===== src/rtl/core/dbd_pkg.sv =====
// Package for the delimiter byte deframer: shared types and constants.
// Used by dbd_engine and delimiter_byte_deframer; depends on nothing.
package dbd_pkg;

    localparam int unsigned BYTE_W   = 8;
    localparam int unsigned MINLEN_W = 12;
    localparam int unsigned ADDR_W   = 5;

    // Register indexes, taken from paddr[4:2].
    typedef enum logic [2:0] {
        REG_USE_START = 3'd0,
        REG_START     = 3'd1,
        REG_USE_END   = 3'd2,
        REG_END       = 3'd3,
        REG_MIN_LEN   = 3'd4
    } reg_idx_t;

    typedef struct packed {
        logic                use_start;
        logic [BYTE_W-1:0]   start_delim;
        logic                use_end;
        logic [BYTE_W-1:0]   end_delim;
        logic [MINLEN_W-1:0] min_len;
    } dbd_cfg_t;

    typedef struct packed {
        logic              emit;
        logic [BYTE_W-1:0] data;
        logic              last;
    } dbd_result_t;

endpackage


===== src/rtl/core/dbd_engine.sv =====
// Framing engine: frame state, held byte and length count, plus the per-byte decision.
// Depends on dbd_pkg.
module dbd_engine #(
    parameter int unsigned LENGTH_BITS = 12
) (
    input  logic                       aclk,
    input  logic                       aresetn,
    input  dbd_pkg::dbd_cfg_t          cfg,
    input  logic                       accept,
    input  logic [dbd_pkg::BYTE_W-1:0] rx_byte,
    output dbd_pkg::dbd_result_t       res
);

    localparam int unsigned CMP_W = (LENGTH_BITS > dbd_pkg::MINLEN_W) ?
                                    LENGTH_BITS : dbd_pkg::MINLEN_W;
    localparam logic [LENGTH_BITS-1:0] COUNT_MAX = {LENGTH_BITS{1'b1}};
    localparam logic [LENGTH_BITS-1:0] COUNT_ONE = LENGTH_BITS'(1);

    logic                       in_frame_reg, in_frame_next;
    logic [dbd_pkg::BYTE_W-1:0] held_byte_reg, held_byte_next;
    logic                       held_valid_reg, held_valid_next;
    logic [LENGTH_BITS-1:0]     len_reg, len_next;

    logic                   is_start, is_end;
    logic [LENGTH_BITS-1:0] len_inc;
    logic [CMP_W-1:0]       len_ext, len_inc_ext, min_ext, need_ext;

    assign is_start    = cfg.use_start && (rx_byte == cfg.start_delim);
    assign is_end      = cfg.use_end && (rx_byte == cfg.end_delim);
    assign len_inc     = (len_reg == COUNT_MAX) ? len_reg : len_reg + COUNT_ONE;
    assign len_ext     = CMP_W'(len_reg);
    assign len_inc_ext = CMP_W'(len_inc);
    assign min_ext     = CMP_W'(cfg.min_len);
    // zero minimum counts as one in start-only mode
    assign need_ext    = (cfg.min_len == '0) ? CMP_W'(1) : min_ext;

    always_comb begin
        in_frame_next   = in_frame_reg;
        held_byte_next  = held_byte_reg;
        held_valid_next = 1'b0;
        len_next        = len_reg;
        res.emit        = 1'b0;
        res.data        = rx_byte;
        res.last        = 1'b0;
        if (!cfg.use_start && !cfg.use_end) begin
            res.emit = 1'b1;
            res.last = 1'b1;
        end else if (cfg.use_start && !cfg.use_end) begin
            held_valid_next = held_valid_reg;
            if (!in_frame_reg) begin
                if (is_start) begin
                    in_frame_next   = 1'b1;
                    held_byte_next  = rx_byte;
                    held_valid_next = 1'b1;
                    len_next        = COUNT_ONE;
                end
            end else begin
                // release the held byte, hold the new one
                res.emit        = held_valid_reg;
                res.data        = held_byte_reg;
                res.last        = is_start && (len_ext >= need_ext);
                held_byte_next  = rx_byte;
                held_valid_next = 1'b1;
                len_next        = res.last ? COUNT_ONE : len_inc;
            end
        end else if (!cfg.use_start) begin
            res.emit = 1'b1;
            res.last = is_end && (len_inc_ext >= min_ext);
            len_next = res.last ? '0 : len_inc;
        end else begin
            if (!in_frame_reg) begin
                if (is_start) begin
                    in_frame_next = 1'b1;
                    len_next      = '0;
                    res.emit      = 1'b1;
                end
            end else begin
                res.emit = 1'b1;
                if (is_end && (len_ext >= min_ext)) begin
                    in_frame_next = 1'b0;
                    len_next      = '0;
                    res.last      = 1'b1;
                end else begin
                    len_next = len_inc;
                end
            end
        end
    end

    always_ff @(posedge aclk) begin
        if (!aresetn) begin
            in_frame_reg   <= 1'b0;
            held_byte_reg  <= '0;
            held_valid_reg <= 1'b0;
            len_reg        <= '0;
        end else if (accept) begin
            in_frame_reg   <= in_frame_next;
            held_byte_reg  <= held_byte_next;
            held_valid_reg <= held_valid_next;
            len_reg        <= len_next;
        end
    end

endmodule


===== src/rtl/core/delimiter_byte_deframer.sv =====
// Delimiter byte deframer: each accepted request's result is registered and shows in the cycle
// after it (start-only mode releases each byte on the following request). Throughput one
// request per cycle, set by the single output register; s_tready drops only while
// that register holds a result the sink has not taken. Synchronous active-low
// reset clears configuration, frame state and the output valid. Depends on dbd_pkg, dbd_engine.
module delimiter_byte_deframer #(
    parameter int unsigned LENGTH_BITS = 12
) (
    input  logic                        aclk,
    input  logic                        aresetn,
    // input stream
    input  logic                        s_tvalid,
    output logic                        s_tready,
    input  logic [7:0]                  s_tdata,   // [7:0] rx_byte
    // result stream
    output logic                        m_tvalid,
    input  logic                        m_tready,
    output logic [7:0]                  m_tdata,   // [7:0] frame_byte
    output logic                        m_tlast,   // frame_last
    // configuration port
    input  logic                        psel,
    input  logic                        penable,
    input  logic                        pwrite,
    input  logic [dbd_pkg::ADDR_W-1:0]  paddr,
    input  logic [31:0]                 pwdata,
    output logic [31:0]                 prdata,
    output logic                        pready
);

    dbd_pkg::dbd_cfg_t    cfg_reg;
    dbd_pkg::dbd_result_t res;
    dbd_pkg::reg_idx_t    reg_idx;

    logic       accept;
    logic       cfg_we;
    logic       m_valid_reg;
    logic [7:0] m_data_reg;
    logic       m_last_reg;

    // ---------------------------------------------------------------
    // Configuration registers: written on the access phase of a write.
    // ---------------------------------------------------------------
    assign pready  = 1'b1;
    assign cfg_we  = psel && penable && pwrite && pready;
    assign reg_idx = dbd_pkg::reg_idx_t'(paddr[4:2]);

    always_ff @(posedge aclk) begin
        if (!aresetn) begin
            cfg_reg <= '0;
        end else if (cfg_we) begin
            unique case (reg_idx)
                dbd_pkg::REG_USE_START: cfg_reg.use_start   <= pwdata[0];
                dbd_pkg::REG_START:     cfg_reg.start_delim <= pwdata[7:0];
                dbd_pkg::REG_USE_END:   cfg_reg.use_end     <= pwdata[0];
                dbd_pkg::REG_END:       cfg_reg.end_delim   <= pwdata[7:0];
                dbd_pkg::REG_MIN_LEN:   cfg_reg.min_len     <= pwdata[11:0];
                default: ;  // addresses past the register list are ignored
            endcase
        end
    end

    // Read back: zero-extend each register into the data word.
    always_comb begin
        unique case (reg_idx)
            dbd_pkg::REG_USE_START: prdata = 32'(cfg_reg.use_start);
            dbd_pkg::REG_START:     prdata = 32'(cfg_reg.start_delim);
            dbd_pkg::REG_USE_END:   prdata = 32'(cfg_reg.use_end);
            dbd_pkg::REG_END:       prdata = 32'(cfg_reg.end_delim);
            dbd_pkg::REG_MIN_LEN:   prdata = 32'(cfg_reg.min_len);
            default:                prdata = '0;
        endcase
    end

    // ---------------------------------------------------------------
    // Input handshake: take a request whenever the output register is
    // empty or is being drained this cycle.
    // ---------------------------------------------------------------
    assign s_tready = !m_valid_reg || m_tready;
    assign accept   = s_tvalid && s_tready;

    dbd_engine #(
        .LENGTH_BITS(LENGTH_BITS)
    ) u_engine (
        .aclk    (aclk),
        .aresetn (aresetn),
        .cfg     (cfg_reg),
        .accept  (accept),
        .rx_byte (s_tdata),
        .res     (res)
    );

    // ---------------------------------------------------------------
    // Output register: load on an accepted request that emits a byte,
    // drop the valid once the sink takes the result.
    // ---------------------------------------------------------------
    always_ff @(posedge aclk) begin
        if (!aresetn) begin
            m_valid_reg <= 1'b0;
        end else if (accept) begin
            m_valid_reg <= res.emit;
        end else if (m_tready) begin
            m_valid_reg <= 1'b0;
        end
    end

    always_ff @(posedge aclk) begin
        if (accept && res.emit) begin
            m_data_reg <= res.data;
            m_last_reg <= res.last;
        end
    end

    assign m_tvalid = m_valid_reg;
    assign m_tdata  = m_data_reg;
    assign m_tlast  = m_last_reg;

    // ---------------------------------------------------------------
    // Assertions
    // ---------------------------------------------------------------
    a_stall_only_when_full: assert property (@(posedge aclk) disable iff (!aresetn)
        !s_tready |-> m_tvalid)
        else $error("input stalled with an empty output register");

    a_plain_mode_passes: assert property (@(posedge aclk) disable iff (!aresetn)
        (accept && !cfg_reg.use_start && !cfg_reg.use_end) |=> (m_tvalid && m_tlast))
        else $error("byte without delimiters not passed as a one-byte frame");

    a_reset_clears_output: assert property (@(posedge aclk)
        !aresetn |=> !m_tvalid)
        else $error("output valid survived reset");

endmodule

===== config.mk =====
export PLATFORM = sky130hd
export DESIGN_NAME = delimiter_byte_deframer
export DESIGN_NICKNAME = d
export VERILOG_FILES = /design/src/rtl/core/dbd_pkg.sv /design/src/rtl/core/dbd_engine.sv /design/src/rtl/core/delimiter_byte_deframer.sv
export SDC_FILE = /design/constraint.sdc
export NUM_CORES = 1
export LEC_CHECK = 0
export BUFFER_PORTS_ARGS = -buffer_cell sky130_fd_sc_hd__buf_2
export CAP_MARGIN = 20
export CORE_UTILIZATION = 59
export DETAILED_ROUTE_END_ITERATION = 7
export PLACE_DENSITY = 0.89
export REMOVE_ABC_BUFFERS = 1
export SETUP_SLACK_MARGIN = 0.15
export SLEW_MARGIN = 40
export SYNTH_ARGS = -nofsm -noshare
export SYNTH_HDL_FRONTEND = slang
export SYNTH_SLANG_ARGS = --single-unit
export TNS_END_PERCENT = 50

===== constraint.sdc =====
create_clock -name aclk -period 4.7 [get_ports aclk]
set_input_delay 0 -clock aclk [delete_from_list [all_inputs] [get_ports aclk]]
set_output_delay 0 -clock aclk [all_outputs]
set_load 0.01 [all_outputs]

Yosys cells after proc, flatten, opt, wreduce, memory -nomap -nowiden --
Cells that the tools add are included.
Word-level totals: flip-flop bits (word level) 62, input port bits 52, output and inout port bits 44
Cells by class: $add $sub $neg 1, $lt $le $gt $ge 3, equality and inequality tests 10, multiplexer cells 36, bitwise logic cells 1, reduce and logical (&&, ||, !) cells 29
Operator list (number):
- two-way mux 12 bit | 11
- case mux 12 bit (5 select lines) | 1
- >= comparator 12 bit | 3
- two-way mux 8 bit | 4
- two-way mux 1 bit | 19
- equality test 8 bit | 2
- adder 12 x 1 -> 12 bit (second input constant) | 1
- equality test 12 bit (second input constant) | 1
- zero test 12 bit | 1
- AND reduction 2 bit | 6
- logical AND 1 bit | 11
- two-way mux 10 bit | 1
- AND reduction 4 bit | 2
- equality test 3 x 2 -> 1 bit (second input constant) | 2
- inequality test 3 x 1 -> 1 bit (second input constant) | 2
- nonzero test 2 bit | 3
- inequality test 4 x 1 -> 1 bit (second input constant) | 1
- equality test 3 x 1 -> 1 bit (second input constant) | 1
- equality test 3 bit (second input constant) | 1
- zero test 1 bit | 3
- zero test 3 bit | 1
- AND reduction 3 bit | 1
- logical OR 1 bit | 1
- NOT 1 bit | 1

Logic depth before layout (Yosys ltp) --
Gate-level depths: netlist (run 1).
word-level depth 8, depth in mapped cells 15, gate-level depth less buffers 13

Modules after synthesis --
A second synthesis (run 1) with hierarchy kept.
Unflattened totals: cell total of the unflattened synthesis 497, area, all modules 4282.9 um^2
By module, submodules not included:
- dbd_engine | instances 1, cells each 309, area each 2404.8 um^2, sequential area each 440.4 um^2
- delimiter_byte_deframer | instances 1, cells each 188, area each 1878.1 um^2, sequential area each 890.9 um^2

Least setup slack after synthesis (run 1) --
No wires, ideal clock.
path kind flip-flop to flip-flop, start point register u_engine.len_reg[1], in the netlist u_engine.len_ext[1], end point register u_engine.len_reg[8], in the netlist u_engine.len_ext[8], setup time 0.059 ns, data arrival time 3.070 ns, required time 4.641 ns, setup slack 1.571 ns, stages on the path, launching flop included 16, buffers on the path 2, period minus slack after synthesis 3.129 ns, cell sequence dfxtp_1 -> ha_1 -> nand3_1 -> or3_1 -> buf_2 -> and3_1 -> xor2_1 -> ha_1 -> a21oi_1 -> o21ai_0 -> a41oi_1 -> o21ai_1 -> mux2_4 -> a221oi_4 -> buf_6 -> a22o_1
Between the ends: longest elaborated chain between the ends 7, elaborated cells on any way between the ends 16, classes of those cells 1 x add/sub; 3 x order compare; 1 x eq/ne; 8 x mux; 3 x reduce/logical
RTL lines:
- from (decl) | line dbd_engine.sv:22 | logic [LENGTH_BITS-1:0] len_reg, len_next;
- from (signal assigned) | line dbd_engine.sv:100 | len_reg <= len_next;
- adder 12 x 1 -> 12 bit / equality test 12 bit (equally long branches) | line dbd_engine.sv:30 | assign len_inc = (len_reg == COUNT_MAX) ? len_reg : len_reg + COUNT_ONE;
- two-way mux 12 bit | line dbd_engine.sv:30
- >= comparator 12 bit | line dbd_engine.sv:68 | res.last = is_end && (len_inc_ext >= min_ext);
- logical AND 1 bit | line dbd_engine.sv:68
- two-way mux 12 bit | line dbd_engine.sv:69 | len_next = res.last ? '0 : len_inc;
- two-way mux 12 bit | line dbd_engine.sv:66 | end else if (!cfg.use_start) begin
- two-way mux 12 bit * | line dbd_engine.sv:48 | end else if (cfg.use_start && !cfg.use_end) begin
Every way passes the cells marked *; elsewhere a longest branch is shown, timed or not. A chain may end at the register's enable or synchronous reset.

Final worst setup path (run 1) --
start point register u_engine.len_reg[1], in the netlist u_engine.len_ext[1], end point register u_engine.len_reg[1], in the netlist u_engine.len_ext[1]
Same word-level chain as after synthesis.

==> results.sh, run 1 <==
export IMPL_min_path_type="in2reg"
export IMPL_postSynthCellCount=476
export IMPL_synth_common_cells="58 x nand2_1, 53 x dfxtp_1, 36 x ha_1, 26 x inv_1, 26 x mux2i_1"
export IMPL_start_kind="register"
export IMPL_crit_family="compound AO/OA/AOI/OAI gates"
export IMPL_synthTopCellsByArea="dfxtp_1 25%, ha_1 11%, edfxtp_1 6.5%"
export IMPL_cts_root_buf="clkbuf_8"
export IMPL_synth_seq_cells=62
export IMPL_antennaDiodeCount=0
export IMPL_port_buffers=52
export IMPL_crit_required_ns=4.99
export IMPL_crit_chain="ha_1 > nand3_1 > or3_1 > and3_1 > xor2_1 > ha_1 > a21oi_1 > o21ai_0 > a41oi_1 > o21ai_1 > mux2_4 > a221oi_4 > a22o_1"
export IMPL_setup_viol=0
export IMPL_setup_tns_ns=0
export IMPL_async_reset_ff_frac=0
export IMPL_core_um2=6830
export IMPL_drt_total_wl_um=9980
export IMPL_path_buf_inv=0
export IMPL_worst_slew_pin_slew_ns=0.827
export IMPL_grt_pass1_wl_um=16000
export IMPL_synthesis_area_um2=4190
export IMPL_dpl_worst_slack_ns=1.06
export IMPL_regArea_um2=1330
export IMPL_rsz0062_at_grt="false"
export IMPL_synth_top_area_cell="dfxtp_1"
export IMPL_overflow=0
export IMPL_hold_viol_final=0
export IMPL_vias=3621
export IMPL_antenna_found_initial=0
export IMPL_clock_latency_ns=0.35
export IMPL_avgRoutedWirePerCell_um=15.7
export IMPL_crit_fanout=11
export IMPL_drv_slew=0
export IMPL_cp_common_cell="ha_1"
export IMPL_final_antenna_net_count=0
export IMPL_r2r_worst_path_cells=13
export IMPL_ios=96
export IMPL_cts_made_buffers=9
export IMPL_dp_hpwl_um=7270
export IMPL_critPathMaxStageDelay_ns=0.51
export IMPL_cellLeakagePower_nw=1.92
export IMPL_power_density_nw_per_um2=248
export IMPL_timing_fmax_ghz=0.268
export IMPL_ys_seq_area_frac=0.318
export IMPL_syn2layout_area_growth_pct=14.4
export IMPL_ys_types=58
export IMPL_drcViolationCount=0
export IMPL_nFillCells=490
export IMPL_ir_worst_vdd_v=0.000197
export IMPL_clockBufferDepth=2
export IMPL_start_util=0.613
export IMPL_cp_arrival_ns=4.03
export IMPL_slowest_stage="or3_1"
export IMPL_synth_warning_count=0
export IMPL_largest_reg_flops=30
export IMPL_final_nets=624
export IMPL_r2r_start="u_engine.len_ext[1]"
export IMPL_synth_edf_count=9
export IMPL_die_area_um2=7440
export IMPL_grt_pass1_vias=3495
export IMPL_multi_input_area_um2=2590
export IMPL_avgViaCountPerCell=5.68
export IMPL_drive_gt1_frac=0.168
export IMPL_synthFlopType="dfxtp_1"
export IMPL_crit_end="u_engine.len_ext[1]"
export IMPL_avgSynthCellArea_um2=8.80
export IMPL_r2r_slack_ns=0.96
export IMPL_dieHeight_um=86.3
export IMPL_fin_crit_ns=3.74
export IMPL_cts_sinks=62
export IMPL_drt_initial_drc_count=201
export IMPL_grt_max_degree=45
export IMPL_drv_cap=0
export IMPL_fin_crit_sh=0.795
export IMPL_post_place_cells=606
export IMPL_htreeDepth=3
export IMPL_die_w_um=86.3
export IMPL_yosysMostFrequentCell="nand2_1"
export IMPL_timing_rr_end="u_engine.len_ext[1]"
export IMPL_status="completed"
export IMPL_crit_type="reg2reg"
export IMPL_final_cells=637
export IMPL_max_slew_margin_rel=0.447
export IMPL_place_gp_congestion=0.902
export IMPL_crit_path_start="u_engine.len_ext[1]"
export IMPL_finClkSkew_ns=0.0112
export IMPL_synth_top_area_frac=0.253
export IMPL_totalPowerFinal_mw=1.19
export IMPL_cts_tree="yes"
export IMPL_setup_ws_ns=0.962
export IMPL_postCtsSetupBuffers=0
export IMPL_cts_clk_slew_worst_paths_ns=0.08
export IMPL_row_count=30
export IMPL_drt_first_pass_iters=4
export IMPL_crit_cells=13
export IMPL_crit_path_end_kind="register"
export IMPL_grt_use_total=0.275
[stage by stage]
stage | hold WS (ns) | utilization | cell area (um2)
3_3_place_gp | 0.256 | 0.647 | 4420
4_1_cts | 0.000659 | 0.701 | 4790
3_5_place_dp | 0.265 | 0.647 | 4420
6_report | 0.00551 | 0.701 | 4790
5_1_grt | 0.0308 | 0.701 | 4790
2_1_floorplan | 0.0799 | - | 4020
[cells in the final DEF, fill, tap and decap left out, drive strengths merged, types with 19 or more instances in the layout]
cell type / Yosys / final
a21boi: 22 / 22
buf: 25 / 54
conb: 2 / 21
dfxtp: 53 / 53
ha: 36 / 36
inv: 26 / 27
mux2i: 26 / 26
nand2: 59 / 59
nand3: 19 / 19
nor2: 24 / 24
nor2b: 20 / 20
[worst min-delay path by stage]
stage	cells after the start	slack (ns)	startpoint	end
floorplan	1	0.08	paddr[2]	prdata[0]
global placement	3	0.26	pwdata[9]	cfg_reg[9]
detailed placement	3	0.27	pwdata[9]	cfg_reg[9]
CTS	3	0.0007	s_tdata[4]	u_engine.held_byte_reg[4]
global route	3	0.03	s_tdata[1]	u_engine.held_byte_reg[1]
finish	3	0.006	s_tdata[1]	u_engine.held_byte_reg[1]
[layout make-up]
type | count | share of cell area
multi-input cells | 368 | 0.542
flip-flops and latches | 62 | 0.278
well taps | 96 | 0.0251
clock buffers | 9 | 0.0259
inverters | 26 | 0.0204
clock inverters | 7 | 0.0204
repair buffers | 69 | 0.0888
[where the power goes]
group          internal (mW)  total [mW]  leakage (nW)  switching, mW
registers              0.545       0.548         0.512        0.00348
clock network          0.300       0.535         0.106          0.235
logic                 0.0459       0.107          1.30         0.0612
total                  0.891        1.19          1.92          0.299
[metal layers]
| metal | global-route usage | vias to the layer above | share of wire |
|---|---|---|---|
| met5 | 0 | - | 0 |
| met4 | 0.118 | 0 | 0.030 |
| met3 | 0.0600 | 29 | 0.051 |
| met2 | 0.480 | 126 | 0.50 |
| met1 | 0.325 | 1700 | 0.42 |
| li1 | - | 1766 | - |
[cells by family (layout without fill, tap and decap cells)]
| logic type | Yosys count | count (layout) | share of synthesized area |
|---|---|---|---|
| fa+ha+maj | 36 | 36 | 0.108 |
| mux | 36 | 36 | 0.0899 |
| other cells | 2 | 21 | 0.00179 |
| compound gates | 92 | 92 | 0.163 |
| xor+xnor | 22 | 22 | 0.0460 |
| flops | 62 | 62 | 0.318 |
| buf+inv | 65 | 111 | 0.0797 |
| simple gates | 161 | 161 | 0.194 |
[tightest hold or removal path: cells and delay by family]
kind | cells | cell delay [ns]
buffers and inverters | 1 | 0.14
AND/OR/NAND/NOR | 1 | 0.10
multiplexers | 1 | 0.08
[what timing repair did]
item | 4_1_cts | 5_1_grt
hold buffers | 15 | 0
hold endpoints to repair | 30 | 0
resized for setup | 0 | 0
No activity file was read; power rests on OpenSTA's default activity.
==> inputs of run 2 (changes only) <==
--- a/config.mk
+++ b/config.mk
@@ -7,9 +7,9 @@
 export LEC_CHECK = 0
 export BUFFER_PORTS_ARGS = -buffer_cell sky130_fd_sc_hd__buf_2
 export CAP_MARGIN = 20
-export CORE_UTILIZATION = 59
+export CORE_UTILIZATION = 50
 export DETAILED_ROUTE_END_ITERATION = 7
-export PLACE_DENSITY = 0.89
+export PLACE_DENSITY = 0.81
 export REMOVE_ABC_BUFFERS = 1
 export SETUP_SLACK_MARGIN = 0.15
 export SLEW_MARGIN = 40
==> constraint.sdc (replaced) <==
create_clock -name aclk -period 3.4 [get_ports aclk]
set_input_delay 0 -clock aclk [delete_from_list [all_inputs] [get_ports aclk]]
set_output_delay 0 -clock aclk [all_outputs]
set_load 0.01 [all_outputs]
==> run 2 against run 1 <==
The run now ends with hold timing left. Critical path depth rose by 1. Critical path type unchanged. Utilization fell by 8.6 points. Sequential cell count did not move. Highest routed layer unchanged. Clock power rose by 39%. Maximum frequency rose by 15%. Non-clock buffer count rose by 15. Register-to-register slack got worse by 0.80 ns. Total power rose by 38%. Final cell count rose by 3.8%. Setup slack got worse by 0.80 ns. Via count rose by 2.9%. Final area rose by 5.0%.
==> results.sh, run 2 (synthesized netlist as in run 1, its figures left out) <==
export IMPL_drt_total_wl_um=10600
export IMPL_final_cell_mix="58 x nand2_1, 52 x buf_2, 46 x dfxtp_1"
export IMPL_antenna_found_initial=0
export IMPL_setup_viol=0
export IMPL_r2r_worst_path_cells=14
export IMPL_crit_chain="and4_4 > nand2_4 > or3_4 > and3_4 > xor2_2 > ha_1 > a21oi_1 > o21ai_1 > a41oi_1 > o21ai_1 > mux2_4 > a221oi_4 > clkbuf_16 > a22o_1"
export IMPL_drv_cap=0
export IMPL_crit_required_ns=3.69
export IMPL_crit_cells=14
export IMPL_ir_worst_vdd_v=0.000312
export IMPL_cp_arrival_ns=3.53
export IMPL_rsz0062_at_grt="true"
export IMPL_die_area_um2=8750
export IMPL_cts_clk_slew_worst_paths_ns=0.08
export IMPL_start_util=0.512
export IMPL_dpl_worst_slack_ns=0.0999
export IMPL_port_buffers=52
export IMPL_drcViolationCount=0
export IMPL_fin_crit_sh=0.952
export IMPL_cts_made_buffers=9
export IMPL_fin_crit_ns=3.24
export IMPL_max_slew_margin_rel=0.432
export IMPL_largest_reg_flops=30
export IMPL_crit_type="reg2reg"
export IMPL_nFillCells=685
export IMPL_grt_max_degree=45
export IMPL_status="finished with violations"
export IMPL_timing_fmax_ghz=0.309
export IMPL_overflow=0
export IMPL_path_buf_inv=1
export IMPL_final_cells=661
export IMPL_cts_tree="yes"
export IMPL_violations="hold timing"
export IMPL_place_gp_congestion=0.869
export IMPL_setup_tns_ns=0
export IMPL_grt_pass1_vias=3512
export IMPL_dieHeight_um=93.5
export IMPL_critPathMaxStageDelay_ns=0.37
export IMPL_min_path_type="in2reg"
export IMPL_hold_path_cell_count=3
export IMPL_ios=96
export IMPL_grt_pass1_wl_um=16800
export IMPL_dpl_cell_area_um2=4520
export IMPL_cp_common_cell="o21ai_1"
export IMPL_syn2layout_area_growth_pct=20.1
export IMPL_avgViaCountPerCell=5.64
export IMPL_vias=3725
export IMPL_htreeDepth=3
export IMPL_crit_family="compound AO/OA/AOI/OAI gates"
export IMPL_row_count=33
export IMPL_start_kind="register"
export IMPL_crit_path_end_kind="register"
export IMPL_hold_viol_final=1
export IMPL_drt_first_pass_iters=4
export IMPL_slowest_stage="or3_4"
export IMPL_grt_use_total=0.248
export IMPL_die_w_um=93.5
export IMPL_drive_gt1_frac=0.225
export IMPL_drt_initial_drc_count=216
export IMPL_clock_latency_ns=0.36
export IMPL_final_nets=639
export IMPL_post_place_cells=625
export IMPL_cts_sinks=62
export IMPL_final_area_um2=5030
export IMPL_drv_slew=0
export IMPL_worst_slew_pin_slew_ns=0.849
export IMPL_clockBufferDepth=2
export IMPL_finClkSkew_ns=0.0114
export IMPL_worst_hold_slack_ns=-0.00930
export IMPL_avgRoutedWirePerCell_um=16.0
export IMPL_final_common_cell="nand2_1"
export IMPL_final_antenna_net_count=0
export IMPL_power_density_nw_per_um2=328
export IMPL_dp_hpwl_um=7590
export IMPL_core_um2=8180
export IMPL_setup_ws_ns=0.163
export IMPL_cts_root_buf="clkbuf_8"
export IMPL_crit_fanout=5
export IMPL_antennaDiodeCount=0
export IMPL_cellLeakagePower_nw=2.05
[run 2: changes by cell type in the layout (fill, tap and decap cells not counted), sizes merged]
cell    delta
clkbuf     +1
buf       +14
[run 2: per-layer routing]
metal / global-route usage / vias to the layer above / part of all wire
li1: - / 1800 / -
met1: 0.289 / 1766 / 0.41
met2: 0.429 / 123 / 0.51
met3: 0.0528 / 36 / 0.045
met4: 0.124 / 0 / 0.032
met5: 0 / - / 0
[run 2: area by class of cell]
| class | count | area [um2] | area share |
|---|---|---|---|
| clock inverters | 7 | 97.6 | 0.0194 |
| multi-input cells | 368 | 2670 | 0.531 |
| well taps | 105 | 131 | 0.0261 |
| inverters | 26 | 97.6 | 0.0194 |
| repair buffers | 84 | 568 | 0.113 |
| flip-flops and latches | 62 | 1340 | 0.267 |
| clock buffers | 9 | 124 | 0.0246 |
[run 2: what timing repair did]
action	CTS	global route
pin swaps	0	1
endpoints found under the setup margin	11	11
resized for setup	1	22
hold buffers	15	0
hold endpoints to repair	32	0
buffers inserted	0	4
cloned	0	1
[run 2: final timing paths]
kind                            slack, ns                start                   endpoint
worst min-delay path               -0.009           s_tdata[4]  u_engine.held_byte_reg[4]
worst min register to register       0.51          cfg_reg[13]                cfg_reg[13]
worst max-delay path                 0.16  u_engine.len_ext[6]        u_engine.len_ext[1]
worst max register to register       0.16  u_engine.len_ext[6]        u_engine.len_ext[1]
[run 2: metrics by stage]
step,hold slack (ns),total power [mW],util
2_1_floorplan,0.0799,0.846,-
3_3_place_gp,0.258,0.903,0.553
5_1_grt,0.0251,1.70,0.616
4_1_cts,0.000690,1.65,0.598
6_report,-0.00930,1.65,0.616
3_5_place_dp,0.261,0.907,0.553
[run 2: worst min-delay path, delay by kind of cell]
kind | cells | cell delay [ns]
multiplexers | 1 | 0.08
AND/OR/NAND/NOR | 1 | 0.10
buffers and inverters | 1 | 0.13
[run 2: power breakdown]
group / switching [mW] / leakage, nW / total [mW] / internal (mW)
logic: 0.0845 / 1.43 / 0.148 / 0.0639
clock network: 0.328 / 0.106 / 0.743 / 0.415
registers: 0.00499 / 0.515 / 0.757 / 0.752
==> inputs of run 3 (changes only) <==
--- a/config.mk
+++ b/config.mk
@@ -15,5 +15,6 @@
 export SLEW_MARGIN = 40
 export SYNTH_ARGS = -nofsm -noshare
 export SYNTH_HDL_FRONTEND = slang
+export SYNTH_HIERARCHICAL = 1
 export SYNTH_SLANG_ARGS = --single-unit
 export TNS_END_PERCENT = 50
==> run 3 against run 2 <==
Synthesized area up 2.2%. The run now ends clean. Highest routed layer unchanged. Register-to-register slack better by 0.10 ns. Setup slack better by 0.10 ns. Worst hold slack gained 0.055 ns. First-iteration DRC count grew 73%. Sequential share of layout area down 0.055 points. Clock skew up 0.0038 ns. Clock power is 6.2% lower. Via count is 4.1% higher.
==> results.sh, run 3 <==
export IMPL_status="completed"
export IMPL_worst_slew_pin_slew_ns=0.748
export IMPL_synth_top_area_frac=0.248
export IMPL_dieHeight_um=94.6
export IMPL_avgRoutedWirePerCell_um=16.0
export IMPL_overflow=0
export IMPL_synthTopCellsByArea="dfxtp_1 25%, ha_1 10%, mux2i_1 8.6%"
export IMPL_row_count=33
export IMPL_avgSynthCellArea_um2=8.62
export IMPL_setup_viol=0
export IMPL_start_util=0.519
export IMPL_avgViaCountPerCell=5.65
export IMPL_final_nets=663
export IMPL_largest_reg_flops=30
export IMPL_final_common_cell="nand2_1"
export IMPL_place_gp_congestion=0.977
export IMPL_ios=96
export IMPL_antennaDiodeCount=0
export IMPL_postSynthCellCount=497
export IMPL_cts_sinks=62
export IMPL_yosysMostFrequentCell="nand2_1"
export IMPL_post_route_util=0.613
export IMPL_cts_clk_slew_worst_paths_ns=0.09
export IMPL_critPathMaxStageDelay_ns=0.63
export IMPL_async_reset_ff_frac=0
export IMPL_cp_common_cell="a21oi_2"
export IMPL_synth_edf_count=9
export IMPL_drt_first_pass_iters=5
export IMPL_cts_root_buf="clkbuf_8"
export IMPL_final_cell_mix="94 x nand2_1, 52 x buf_2, 47 x dfxtp_1"
export IMPL_drt_total_wl_um=10900
export IMPL_crit_fanout=8
export IMPL_start_kind="register"
export IMPL_power_density_nw_per_um2=317
export IMPL_timing_fmax_ghz=0.319
export IMPL_finClkSkew_ns=0.0152
export IMPL_drt_initial_drc_count=374
export IMPL_grt_pass1_wl_um=17500
export IMPL_min_path_type="in2reg"
export IMPL_ys_types=60
export IMPL_rsz0062_at_grt="false"
export IMPL_cts_tree="yes"
export IMPL_synthesis_area_um2=4280
export IMPL_ys_seq_area_frac=0.311
export IMPL_crit_chain="nand3_1 > or4_4 > nor2b_4 > nand3_2 > xnor2_1 > ha_1 > nand4_1 > a21oi_2 > a21oi_2 > o21ai_2 > a21oi_2 > nor3b_4 > buf_6 > o21ai_0"
export IMPL_drcViolationCount=0
export IMPL_die_w_um=94.6
export IMPL_final_area_um2=5070
export IMPL_dp_hpwl_um=7510
export IMPL_worstHoldEndpoint="cfg_reg[17]"
export IMPL_synth_top_area_cell="dfxtp_1"
export IMPL_hold_viol_final=0
export IMPL_grt_max_degree=62
export IMPL_htreeDepth=3
export IMPL_cts_made_buffers=9
export IMPL_ir_worst_vdd_v=0.000234
export IMPL_syn2layout_area_growth_pct=18.3
export IMPL_antenna_found_initial=0
export IMPL_crit_family="simple AND/OR/NAND/NOR gates"
export IMPL_cellLeakagePower_nw=2.11
export IMPL_max_slew_margin_rel=0.501
export IMPL_clock_latency_ns=0.37
export IMPL_post_place_cells=643
export IMPL_port_buffers=52
export IMPL_grt_pass1_vias=3715
export IMPL_r2r_slack_ns=0.26
export IMPL_drv_cap=0
export IMPL_synth_common_cells="94 x nand2_1, 53 x dfxtp_1, 37 x mux2i_1, 35 x ha_1, 26 x inv_1"
export IMPL_final_antenna_net_count=0
export IMPL_drive_gt1_frac=0.224
export IMPL_fin_crit_sh=0.922
export IMPL_synth_seq_cells=62
export IMPL_crit_required_ns=3.65
export IMPL_synthFlopType="dfxtp_1"
export IMPL_timing_rr_end="u_engine/len_ext[8]"
export IMPL_crit_type="reg2reg"
export IMPL_r2r_worst_path_cells=14
export IMPL_clockBufferDepth=2
export IMPL_vias=3876
export IMPL_cp_arrival_ns=3.39
export IMPL_slowest_stage="or4_4"
export IMPL_grt_use_total=0.255
export IMPL_die_area_um2=8940
export IMPL_path_buf_inv=1
export IMPL_fin_crit_ns=3.14
export IMPL_totalPowerFinal_mw=1.61
export IMPL_core_um2=8260
export IMPL_r2r_start="u_engine/len_ext[11]"
export IMPL_setup_tns_ns=0
export IMPL_synth_warning_count=6
export IMPL_dpl_cell_area_um2=4550
export IMPL_drv_slew=0
export IMPL_final_cells=686
export IMPL_crit_path_end_kind="register"
export IMPL_hold_path_cell_count=3
export IMPL_nFillCells=660
export IMPL_min_from="pwdata[5]"
run 3: cell types whose count changed after synthesis, moves of 6 or more:
| cell | previous run | this run |
|---|---|---|
| o21ai_1 | 2 | 17 |
| mux2i_1 | 26 | 37 |
| a22o_1 | 11 | 0 |
| a211oi_1 | 3 | 9 |
| o22ai_1 | 8 | 1 |
| nor2_1 | 23 | 13 |
| nor2b_1 | 20 | 5 |
| nand2_1 | 58 | 94 |
| a21boi_0 | 21 | 1 |
| o21ai_0 | 6 | 21 |
run 3: tightest hold or removal path, stage by stage:
cell and delay [ns]:
buf_2 0.10, nand2_1 0.16, mux2i_1 0.10
run 3: timing repair:
item	4_1_cts	5_1_grt
endpoints found under the setup margin	11	12
pin swaps	1	7
gates resized for setup	3	17
endpoints found under the hold margin	26	2
buffers inserted	1	6
hold buffers	19	1
run 3: final cells by class:
type / instances / area (um2) / share of cell area
flip-flops and latches: 62 / 1350 / 0.266
clock inverters: 7 / 81.3 / 0.0161
inverters: 26 / 97.6 / 0.0193
multi-input cells: 389 / 2700 / 0.533
clock buffers: 9 / 124 / 0.0245
well taps: 105 / 131 / 0.0259
repair buffers: 88 / 584 / 0.115
run 3: per-layer routing:
metal	GRT usage	vias up	part of all wire
met3	0.0395	34	0.054
met4	0.135	0	0.034
li1	-	1861	-
met1	0.302	1807	0.41
met5	0	-	0
met2	0.443	174	0.50
run 3: kinds of logic (layout without fill, tap and decap cells):
| family | after synthesis | count (layout) | synth area share |
|---|---|---|---|
| other | 2 | 21 | 0.00175 |
| xor gates and xnor gates | 25 | 25 | 0.0555 |
| DFF | 62 | 62 | 0.311 |
| AOI/OAI and AO/OA | 77 | 77 | 0.108 |
| and+or+nand+nor | 182 | 182 | 0.216 |
| muxes | 49 | 49 | 0.122 |
| adders and majority gates | 35 | 35 | 0.102 |
| buffers and inverters | 65 | 130 | 0.0833 |
run 3: metrics by stage:
stage | setup slack (ns) | hold slack, ns
3_3_place_gp | 0.198 | 0.251
5_1_grt | 0.148 | 0.0384
3_5_place_dp | 0.0476 | 0.259
4_1_cts | 0.177 | 0.00370
6_report | 0.265 | 0.0461
2_1_floorplan | 0.219 | 0.130
run 3: how the worst max path moves through the flow:
stage | startpoint | end | slack, ns | cells after the start
final | u_engine/len_ext[11] | u_engine/len_ext[8] | 0.26 | 14
after global placement | u_engine/len_ext[6] | u_engine/len_ext[10] | 0.20 | 13
after floorplan | u_engine/len_ext[0] | u_engine/len_ext[3] | 0.22 | 11
after CTS | u_engine/len_ext[0] | u_engine/len_ext[8] | 0.18 | 15
after detailed placement | u_engine/len_ext[6] | u_engine/len_ext[8] | 0.05 | 13
after global routing | u_engine/len_ext[0] | u_engine/len_ext[8] | 0.15 | 15
run 3: report_power, final:
part / total, mW / internal [mW] / switching, mW
logic: 0.156 / 0.0653 / 0.0911
registers: 0.755 / 0.750 / 0.00550
clock network: 0.697 / 0.350 / 0.347
